$ cat config.mk
export PLATFORM = sky130hd
export DESIGN_NAME = sle_cell
export DESIGN_NICKNAME = d
export VERILOG_FILES = /design/src/design/sle_pkg.sv /design/src/design/sle_cell.sv
export SDC_FILE = /design/constraint.sdc
export NUM_CORES = 1
export LEC_CHECK = 0
export BUFFER_PORTS_ARGS = -buffer_cell sky130_fd_sc_hd__buf_2
export CAP_MARGIN = 20
export CORE_MARGIN = 10
export CORE_UTILIZATION = 39
export DETAILED_ROUTE_END_ITERATION = 8
export PLACE_DENSITY_LB_ADDON = 0.2
export SETUP_SLACK_MARGIN = 0.2
export SKIP_LAST_GASP = 1
export SLEW_MARGIN = 20
export SYNTH_ARGS = -nofsm -noshare
export SYNTH_HDL_FRONTEND = slang
export SYNTH_SLANG_ARGS = --single-unit
$ cat constraint.sdc
create_clock -name clk -period 3.34 [get_ports clk]
set_input_delay 0.668 -clock clk [delete_from_list [all_inputs] [get_ports clk]]
set_output_delay 0.668 -clock clk [all_outputs]
set_load 0.01 [all_outputs]
$ cat src/design/sle_pkg.sv
`timescale 1ns / 1ps
// ----------------------------------------------------------------------------
// sle_pkg
// Shared types, constants and helpers of the stack language executor.
// ----------------------------------------------------------------------------
package sle_pkg;

  localparam int DW         = 32;
  localparam int DEPTH      = 256;
  localparam int CW         = $clog2(DEPTH + 1);
  localparam int IW         = $clog2(DEPTH);
  localparam int CMPW       = (DW > CW) ? DW : CW;
  localparam int DIV_CNT_W  = $clog2(DW + 1);
  localparam int IN_TDATA_W  = 32;
  localparam int OUT_TDATA_W = 48;

  typedef logic [DW-1:0] word_t;

  typedef enum logic [2:0] {
    OP_E = 3'd0, OP_T = 3'd1, OP_A = 3'd2, OP_O = 3'd3,
    OP_I = 3'd4, OP_N = 3'd5, OP_S = 3'd6, OP_H = 3'd7
  } opcode_t;

  typedef enum logic [1:0] {
    KIND_NONE   = 2'd0,
    KIND_CHAR   = 2'd1,
    KIND_BRANCH = 2'd2
  } kind_t;

  typedef enum logic [2:0] {
    ERR_NONE  = 3'd0,
    ERR_UNDER = 3'd1,
    ERR_ROLL  = 3'd2,
    ERR_ASCII = 3'd3,
    ERR_LIT   = 3'd4,
    ERR_DIV0  = 3'd5,
    ERR_FULL  = 3'd6
  } err_t;

  typedef enum logic [2:0] {
    CM_HOLD, CM_PUSH, CM_POP, CM_POP2, CM_POP_WRITE, CM_WRITE2, CM_SWAP
  } cell_mode_t;

  typedef struct packed {
    cell_mode_t    mode;
    logic [IW-1:0] k;
    word_t         d0;
    word_t         d1;
  } cell_ctrl_t;

  typedef enum logic [2:0] {
    S_IDLE, S_EXEC, S_DIV, S_ROLL, S_DUPPUSH, S_UNROLL, S_DONE
  } state_t;

  function automatic word_t word_mag(word_t v);
    return v[DW-1] ? (~v + word_t'(1)) : v;
  endfunction

  function automatic logic [31:0] jump_of(word_t v);
    logic signed [63:0] t;
    t = 64'(signed'(v));
    return t[31:0];
  endfunction

endpackage

$ cat src/design/sle_cell.sv
`timescale 1ns / 1ps
// ----------------------------------------------------------------------------
// sle_cell
// One stack word; takes its next value from itself, a nearby cell or the control data.
// ----------------------------------------------------------------------------
module sle_cell import sle_pkg::*; (
  input  logic          clk,
  input  cell_ctrl_t    ctrl,
  input  logic [IW-1:0] idx,
  input  word_t         above,
  input  word_t         below,
  input  word_t         below2,
  output word_t         q
);

  word_t val_r, val_nxt;
  logic  is_top, is_k, is_km1;

  assign is_top = (idx == '0);
  assign is_k   = (idx == ctrl.k);
  assign is_km1 = ((IW + 1)'(idx) + (IW + 1)'(1) == (IW + 1)'(ctrl.k));

  always_comb begin
    val_nxt = val_r;
    case (ctrl.mode)
      CM_PUSH:      val_nxt = is_top ? ctrl.d0 : above;
      CM_POP:       val_nxt = below;
      CM_POP2:      val_nxt = below2;
      CM_POP_WRITE: val_nxt = is_top ? ctrl.d0 : below;
      CM_WRITE2: begin
        if (is_top) val_nxt = ctrl.d0;
        else if (idx == IW'(1)) val_nxt = ctrl.d1;
      end
      CM_SWAP: begin
        if (is_k) val_nxt = above;
        else if (is_km1) val_nxt = below;
      end
      default: val_nxt = val_r;
    endcase
  end

  always_ff @(posedge clk) begin
    val_r <= val_nxt;
  end

  assign q = val_r;

endmodule

==> out/metrics.csv <==
metric;value;unit
io-pin-count;212;
htree_num_levels;2;
synth_nets;536;
ys_top_cells_by_area;edfxtp_1, mux2i_1, a222oi_1;
grt_pass1_vias;4450;
place_congestion;0.872;
async_flop_share;0;
synth_edf_count;32;
rows;33;
required;3.44;ns
first_pass_iters;5;
dieArea;12500;um2
p_seq_frac;0.383;
worst-setup-path-type;in -> reg;
nets;729;
peakVddDrop;0.183;mV
finalWorstSetupSlack;0.585;ns
drtAntennaViolNets;0;
ys_seq_elements;32;
worstHoldPathType;in -> reg;
powerDensity;320;nW/um2
grt.overflow.total;0;
final_layout_size_suffix_gt1_frac;0.439;
clock.fmax;363;MHz
post_cts_resized;0;
worstSetupStartpointType;primary input;
combinationalPowerShare;0.354;
finalSetupViolations;0;
yosysMostFrequentCell;nand2_1;
syn_inst;353;
postSynthAreaPerCell;9.33;um2
wl;14400;um
report.power.total;1.42;mW
netlist_area;3290;um2
cts_buffers;5;
sw_frac_of_total;0.317;
tightest_slew;0.641;ns
slew_headroom;0.573;
slowest_stage;a221oi_4;
status;complete, no violations;
maxSlewViolCount;0;
wire_per_inst;22.0;um
antenna_found_initial;0;
critPathMaxFanout;28;
critical_path.cell_chain;buf_2 > inv_2 > nand2_2 > a221oi_4 > buf_4 > a222oi_1 > a32oi_1;
grt_first_pass_wirelength;22000;um
place_ws;0.386;ns
end_kind;flip-flop;
p_sw;0.449;mW
via_per_inst;6.19;
cts.sinks;32;
yosys.area.top_type;edfxtp_1;
ys_seq_area_frac;0.292;
die_y;112;um
cpPeakStageDelay;0.55;ns
drcViolationCount;0;
fin_setup_tns;0;ns
via_count;4037;
track_usage;0.209;
syn_to_final_growth;34.6;%
hold-worst-slack;0.786;ns
p_leak;1.93;nW
post-route-period-util;0.825;
cts_tree;done;
diodes;0;
grt_max_degree;49;
numPortBuffers;211;
largest_reg_flops;32;
cts_root_buf;clkbuf_8;
synth-main-ff-cell;edfxtp_1;
clockPowerShare;0.263;
clkTransAtPathRegs;0.08;ns
hpwlAfterDp;10600;um
fillers;791;
core-area;8220;um2
drt-initial-drc-count;437;
synth_top_area_frac;0.292;
cp.arrival;2.85;ns
die_width;112;um
drv_cap;0;
synth_cell_types;41;
hold_viol_final;0;
ys_warn_count;0;
synthTopCellsByCount;nand2_1, a21oi_1, mux2i_1, o21ai_0;
rsz0062_at_grt;no;
postCtsSetupBuffers;0;
internal-power;0.969;mW
start_util;0.401;
period_needed;2.75;ns
hold_buffers;0;
cts_buffer_depth;2;
-- final timing paths --
kind              slack, ns  startpoint             end  cells after the start
setup / recovery       0.59    ctrl[73]  q[6]$_DFFE_PP_                      7
hold / removal         0.79    below[7]  q[7]$_DFFE_PP_                      3
-- per-stage QoR --
stage	instances	instance area (um2)	util
after global placement	644	4330	0.527
after CTS	652	4430	0.540
final	652	4430	0.540
after floorplan	353	3300	-
after detailed placement	644	4330	0.527
after global routing	652	4430	0.540
-- layout by cell type (no fill, tap or decap), types with 6 or more instances in the layout --
master / instances
o21ai_0: 33
nand2_1: 37
buf_2: 211
mux2i_1: 34
a21o_1: 32
a32oi_1: 32
a222oi_1: 32
a21oi_1: 33
xor2_1: 6
xnor2_1: 6
edfxtp_1: 32
buf_4: 13
-- cells by family (layout without fill, tap and decap cells) --
| logic type | Yosys count | in the layout | synth area share |
|---|---|---|---|
| adder cells (fa/ha/maj) | 3 | 3 | 0.0114 |
| XOR/XNOR | 12 | 12 | 0.0319 |
| flip-flops | 32 | 32 | 0.292 |
| buffers and inverters | 42 | 236 | 0.0900 |
| AO/OA/AOI/OAI | 169 | 169 | 0.377 |
| AND/OR/NAND/NOR | 61 | 61 | 0.0949 |
| multiplexers | 34 | 34 | 0.103 |
-- worst max-delay path, delay by kind of cell --
| family | cells | cell delay, ns |
|---|---|---|
| buf+inv | 3 | 0.87 |
| compound gates | 3 | 1.02 |
| simple gates | 1 | 0.25 |
-- per-layer routing --
layer  global-route usage  part of all wire
met2                0.365              0.49
met4               0.0566             0.013
met5                    0                 0
met1                0.237              0.38
met3               0.0709              0.11
-- power by group through the flow --
stage	clock, mW	sequential (mW)	combinational [mW]
after global placement	0	0.552	0.490
after global routing	0.395	0.549	0.544
final	0.373	0.544	0.502
after detailed placement	0	0.552	0.499
after floorplan	0	0.586	0.206
after CTS	0.379	0.544	0.501
-- cell type report --
cell class              instances  area, um2  area share
inverters                       4       15.0     0.00339
clock inverters                 3       37.5     0.00847
clock buffers                   5       68.8      0.0155
flip-flops and latches         32        961       0.217
repair buffers                224       1150       0.260
multi-input cells             279       2070       0.466
well taps                     105        131      0.0296
Power figures use the tool's default switching activity.
