<file path="src/design/sle_pkg.sv">
`timescale 1ns / 1ps
// ----------------------------------------------------------------------------
// sle_pkg
// Shared types, constants and helpers of the stack language executor.
// ----------------------------------------------------------------------------
package sle_pkg;

  localparam int DW         = 32;
  localparam int DEPTH      = 256;
  localparam int CW         = $clog2(DEPTH + 1);
  localparam int IW         = $clog2(DEPTH);
  localparam int CMPW       = (DW > CW) ? DW : CW;
  localparam int DIV_CNT_W  = $clog2(DW + 1);
  localparam int IN_TDATA_W  = 32;
  localparam int OUT_TDATA_W = 48;

  typedef logic [DW-1:0] word_t;

  typedef enum logic [2:0] {
    OP_E = 3'd0, OP_T = 3'd1, OP_A = 3'd2, OP_O = 3'd3,
    OP_I = 3'd4, OP_N = 3'd5, OP_S = 3'd6, OP_H = 3'd7
  } opcode_t;

  typedef enum logic [1:0] {
    KIND_NONE   = 2'd0,
    KIND_CHAR   = 2'd1,
    KIND_BRANCH = 2'd2
  } kind_t;

  typedef enum logic [2:0] {
    ERR_NONE  = 3'd0,
    ERR_UNDER = 3'd1,
    ERR_ROLL  = 3'd2,
    ERR_ASCII = 3'd3,
    ERR_LIT   = 3'd4,
    ERR_DIV0  = 3'd5,
    ERR_FULL  = 3'd6
  } err_t;

  typedef enum logic [2:0] {
    CM_HOLD, CM_PUSH, CM_POP, CM_POP2, CM_POP_WRITE, CM_WRITE2, CM_SWAP
  } cell_mode_t;

  typedef struct packed {
    cell_mode_t    mode;
    logic [IW-1:0] k;
    word_t         d0;
    word_t         d1;
  } cell_ctrl_t;

  typedef enum logic [2:0] {
    S_IDLE, S_EXEC, S_DIV, S_ROLL, S_DUPPUSH, S_UNROLL, S_DONE
  } state_t;

  function automatic word_t word_mag(word_t v);
    return v[DW-1] ? (~v + word_t'(1)) : v;
  endfunction

  function automatic logic [31:0] jump_of(word_t v);
    logic signed [63:0] t;
    t = 64'(signed'(v));
    return t[31:0];
  endfunction

endpackage

</file>
<file path="src/design/sle_div.sv">
`timescale 1ns / 1ps
// ----------------------------------------------------------------------------
// sle_div
// Unsigned restoring divider, one quotient bit per cycle.
// ----------------------------------------------------------------------------
module sle_div import sle_pkg::*; (
  input  logic  clk,
  input  logic  rst_n,
  input  logic  start,
  input  word_t dividend,
  input  word_t divisor,
  output logic  done,
  output word_t quo,
  output word_t rem
);

  logic [DW:0]        rem_r, rem_nxt;
  word_t              quo_r, quo_nxt, dsr_r;
  logic [DIV_CNT_W-1:0] cnt_r, cnt_nxt;
  logic               busy_r, busy_nxt, done_r, done_nxt;
  logic [DW:0]        shifted, diff;

  assign shifted = {rem_r[DW-1:0], quo_r[DW-1]};
  assign diff    = shifted - {1'b0, dsr_r};

  always_comb begin
    rem_nxt  = rem_r;
    quo_nxt  = quo_r;
    cnt_nxt  = cnt_r;
    busy_nxt = busy_r;
    done_nxt = 1'b0;
    if (start) begin
      rem_nxt  = '0;
      quo_nxt  = dividend;
      cnt_nxt  = '0;
      busy_nxt = 1'b1;
    end else if (busy_r) begin
      if (!diff[DW]) begin
        rem_nxt = diff;
        quo_nxt = {quo_r[DW-2:0], 1'b1};
      end else begin
        rem_nxt = shifted;
        quo_nxt = {quo_r[DW-2:0], 1'b0};
      end
      cnt_nxt = cnt_r + DIV_CNT_W'(1);
      if (cnt_r == DIV_CNT_W'(DW - 1)) begin
        busy_nxt = 1'b0;
        done_nxt = 1'b1;
      end
    end
  end

  always_ff @(posedge clk) begin
    if (!rst_n) begin
      busy_r <= 1'b0;
      done_r <= 1'b0;
      cnt_r  <= '0;
    end else begin
      busy_r <= busy_nxt;
      done_r <= done_nxt;
      cnt_r  <= cnt_nxt;
    end
    rem_r <= rem_nxt;
    quo_r <= quo_nxt;
    if (start) dsr_r <= divisor;
  end

  assign done = done_r;
  assign quo  = quo_r;
  assign rem  = rem_r[DW-1:0];

endmodule

</file>
<file path="config.mk">
export PLATFORM = sky130hd
export DESIGN_NAME = sle_div
export DESIGN_NICKNAME = d
export VERILOG_FILES = /design/src/design/sle_pkg.sv /design/src/design/sle_div.sv
export SDC_FILE = /design/constraint.sdc
export NUM_CORES = 1
export LEC_CHECK = 0
export ABC_AREA = 1
export BUFFER_PORTS_ARGS = -buffer_cell sky130_fd_sc_hd__buf_2
export CAP_MARGIN = 30
export CORE_MARGIN = 2
export CORE_UTILIZATION = 57
export DETAILED_ROUTE_END_ITERATION = 8
export PLACE_DENSITY = 0.79
export RECOVER_POWER = 25
export SLEW_MARGIN = 0
export SYNTH_ARGS = -nofsm -noshare
export SYNTH_HDL_FRONTEND = slang
export SYNTH_SLANG_ARGS = --single-unit
</file>
<file path="constraint.sdc">
create_clock -name clk -period 2.5 [get_ports clk]
set_input_delay 0.5 -clock clk [delete_from_list [all_inputs] [get_ports clk]]
set_output_delay 0.5 -clock clk [all_outputs]
set_load 0.01 [all_outputs]
</file>
==> impl_metrics.env <==
export IMPL_area_growth_pct=18.1
export IMPL_avgSynthCellArea_um2=6.74
export IMPL_gr_total_overflow=0
export IMPL_antenna_found_initial=0
export IMPL_cpLargestDelayFamily="simple AND/OR/NAND/NOR gates"
export IMPL_hold_viol=0
export IMPL_start_util=0.585
export IMPL_vias_per_cell=4.86
export IMPL_synth_seq_cells=104
export IMPL_finClkSkew_ns=0.0108
export IMPL_critPathMaxStageDelay_ns=0.35
export IMPL_die_w_um=115
export IMPL_antenna_cells=0
export IMPL_grt_busiest_layer="met2"
export IMPL_synth_largest_area_cell="edfxtp_1"
export IMPL_ys_seq_area_frac=0.386
export IMPL_leakagePower_nw=4.73
export IMPL_slew_viol_final=0
export IMPL_place_congestion=1.01
export IMPL_dp_hpwl_mm=13.7
export IMPL_path_class="reg -> reg"
export IMPL_numPortBuffers=131
export IMPL_pwr_share_seq=0.500
export IMPL_synthCells=1048
export IMPL_drive_above_1_share=0.189
export IMPL_required_ns=2.75
export IMPL_fp_dieArea_um2=13300
export IMPL_routed_wl_mm=17.7
export IMPL_drt_pass1_iter_count=5
export IMPL_maxSlewHeadroom=0.303
export IMPL_met1_usage=0.353
export IMPL_outcome="completed"
export IMPL_timing_final_ws_setup_ns=0.156
export IMPL_clk_pin_slew_ns=0.07
export IMPL_detailedPlace_worstSlack_ns=0.0828
export IMPL_tightest_slew_ns=1.05
export IMPL_synth_top_area_frac=0.272
export IMPL_final_core_util=0.691
export IMPL_post_route_period_util=0.938
export IMPL_track_usage=0.275
export IMPL_crit_path_start_kind="flip-flop"
export IMPL_core_area_um2=12100
export IMPL_fin_crit_ns=2.34
export IMPL_finalSetupTns_ns=0
export IMPL_cts_resized=0
export IMPL_grt_first_pass_wirelength_mm=28.6
export IMPL_netlist_top_cells_area="edfxtp_1 (27%), nand2_1 (24%), dfxtp_1 (11%)"
export IMPL_max_freq_mhz=427
export IMPL_clk_latency_ns=0.36
export IMPL_crit_fanout=8
export IMPL_avgRoutedWirePerCell_um=13.0
export IMPL_p_int_w=0.00288
export IMPL_die_h_um=115
export IMPL_post_cts_buffers=0
export IMPL_ioPinCount=132
export IMPL_cts_tree="built"
export IMPL_path_cells="inv_1 -> ha_1 -> fa_2 -> inv_2 -> nand2_1 -> nand2_2 -> nand3_2 -> nand2_2 -> nand2_1 -> nand2_4 -> nand2_4 -> nand2_4 -> nand2_4 -> nand2_8 -> clkbuf_16 -> nand2_1 -> nand3_1 -> nand2_1"
export IMPL_syn_nets=1149
export IMPL_cp_slowest_cell="edfxtp_1"
export IMPL_use_met2=0.471
export IMPL_setup_violations=0
export IMPL_maxCapViolCount=0
export IMPL_hold_class="in -> reg"
export IMPL_path_buf_inv=3
export IMPL_grt_max_degree=48
export IMPL_cts_hold_fix_buffers=0
export IMPL_p_clk_frac=0.361
export IMPL_synth_most_common_cell="nand2_1"
export IMPL_ant_nets=0
export IMPL_async_flop_share=0
export IMPL_cts_sinks=104
export IMPL_drc_errors=0
export IMPL_rows=40
export IMPL_p_comb_frac=0.139
export IMPL_powerDensity_nw_per_um2=477
export IMPL_cts_max_level=3
export IMPL_synth_cell_types=37
export IMPL_switching_share=0.274
export IMPL_cp_end_kind="flip-flop"
export IMPL_ys_warn_count=0
export IMPL_p_sw_w=0.00109
export IMPL_grt_pass1_vias=6148
export IMPL_drt_initial_drc_count=409
export IMPL_grtUsageMet3=0.0606
export IMPL_vias=6624
export IMPL_cp_data_arrival_time_ns=2.60
export IMPL_cts_buffers=9
export IMPL_root_buffer="clkbuf_16"
export IMPL_cts_buffer_depth=2
export IMPL_layout_nets=1292
export IMPL_rsz0062_at_grt="no"
export IMPL_irDropWorstVdd_uv=518
export IMPL_synth_edf_count=64
export IMPL_yosys_most_used_dff="edfxtp_1"
export IMPL_syn_area_um2=7060
export IMPL_synth_commonest_cells="nand2_1 (452), inv_1 (212), edfxtp_1 (64), nand3_1 (52), nor2_1 (45)"
==> cell usage in the layout, fill, tap and decap left out, drive strengths merged <==
cell      count
a21o          1
a21oi        20
a31oi         1
and2          6
and3          1
buf         143
clkbuf       18
clkinv        1
clkinvlp      1
dfxtp        40
edfxtp       64
fa            1
ha           33
inv         224
nand2       485
nand3        58
nand4         6
nor2         50
nor3         16
nor3b         1
o211ai        1
o21ai         9
o21bai        1
or2           1
xnor2        14
==> worst reg2reg max path, stage by stage, from the launching register on <==
cell and delay, ns:
edfxtp_1 0.35, inv_1 0.06, ha_1 0.22, fa_2 0.35, inv_2 0.06, nand2_1 0.07, nand2_2 0.09, nand3_2 0.08
nand2_2 0.09, nand2_1 0.08, nand2_4 0.09, nand2_4 0.07, nand2_4 0.07, nand2_4 0.09, nand2_8 0.12, clkbuf_16 0.18
nand2_1 0.06, nand3_1 0.06, nand2_1 0.05
==> state kept, by name, indices dropped and copies added, names as in the netlist <==
signal	flops
cnt_r	6
quo	32
rem_r	32
busy_r	1
done	1
dsr_r	32
==> per-stage QoR <==
step | area [um2] | hold slack [ns] | std cells | total power, W
after floorplan | 7060 | 0.454 | 1048 | 0.00235
after global placement | 7980 | 0.470 | 1346 | 0.00256
after detailed placement | 7980 | 0.477 | 1346 | 0.00257
after CTS | 8280 | 0.300 | 1362 | 0.00399
after global routing | 8340 | 0.298 | 1364 | 0.00413
final | 8340 | 0.306 | 1364 | 0.00398
==> routing by layer <==
layer | part of all wire | wire length (um)
met4 | 0.015 | 269
met1 | 0.44 | 7770
met5 | 0 | 0
met3 | 0.075 | 1330
met2 | 0.47 | 8320
==> layout make-up <==
cell class / count / area [um2]
Fill cell: 1084 / 3720
Multi-Input combinational cell: 705 / 3410
Sequential cell: 104 / 2720
Timing Repair Buffer: 150 / 872
Inverter: 221 / 830
Clock buffer: 11 / 253
Tap cell: 168 / 210
Clock inverter: 5 / 45.0
==> kinds of logic after synthesis <==
group | after synthesis | synth area share
XOR/XNOR | 14 | 0.0174
adder cells (fa/ha/maj) | 34 | 0.0613
buffers and inverters | 239 | 0.136
flip-flops | 104 | 0.386
AO/OA/AOI/OAI | 33 | 0.0252
AND/OR/NAND/NOR | 624 | 0.375
==> path summary, 6_finish.rpt <==
| path | from | to | slack (ns) | cells after the start |
|---|---|---|---|---|
| setup / recovery | quo[31] | rem_r[20] | 0.16 | 18 |
| hold / removal | divisor[29] | dsr_r[29] | 0.31 | 1 |
| setup reg to reg | quo[31] | rem_r[20] | 0.16 | 18 |
| hold reg to reg | cnt_r[0] | cnt_r[0] | 0.48 | 1 |
==> power groups by stage <==
| stage | sequential, W | clock (W) | combinational (W) |
|---|---|---|---|
| 6_report | 0.00199 | 0.00144 | 0.000554 |
| 5_1_grt | 0.00200 | 0.00151 | 0.000622 |
| 4_1_cts | 0.00199 | 0.00145 | 0.000552 |
| 3_5_place_dp | 0.00202 | 0 | 0.000552 |
| 3_3_place_gp | 0.00202 | 0 | 0.000542 |
| 2_1_floorplan | 0.00204 | 0 | 0.000313 |
Power figures use the tool's default switching activity.
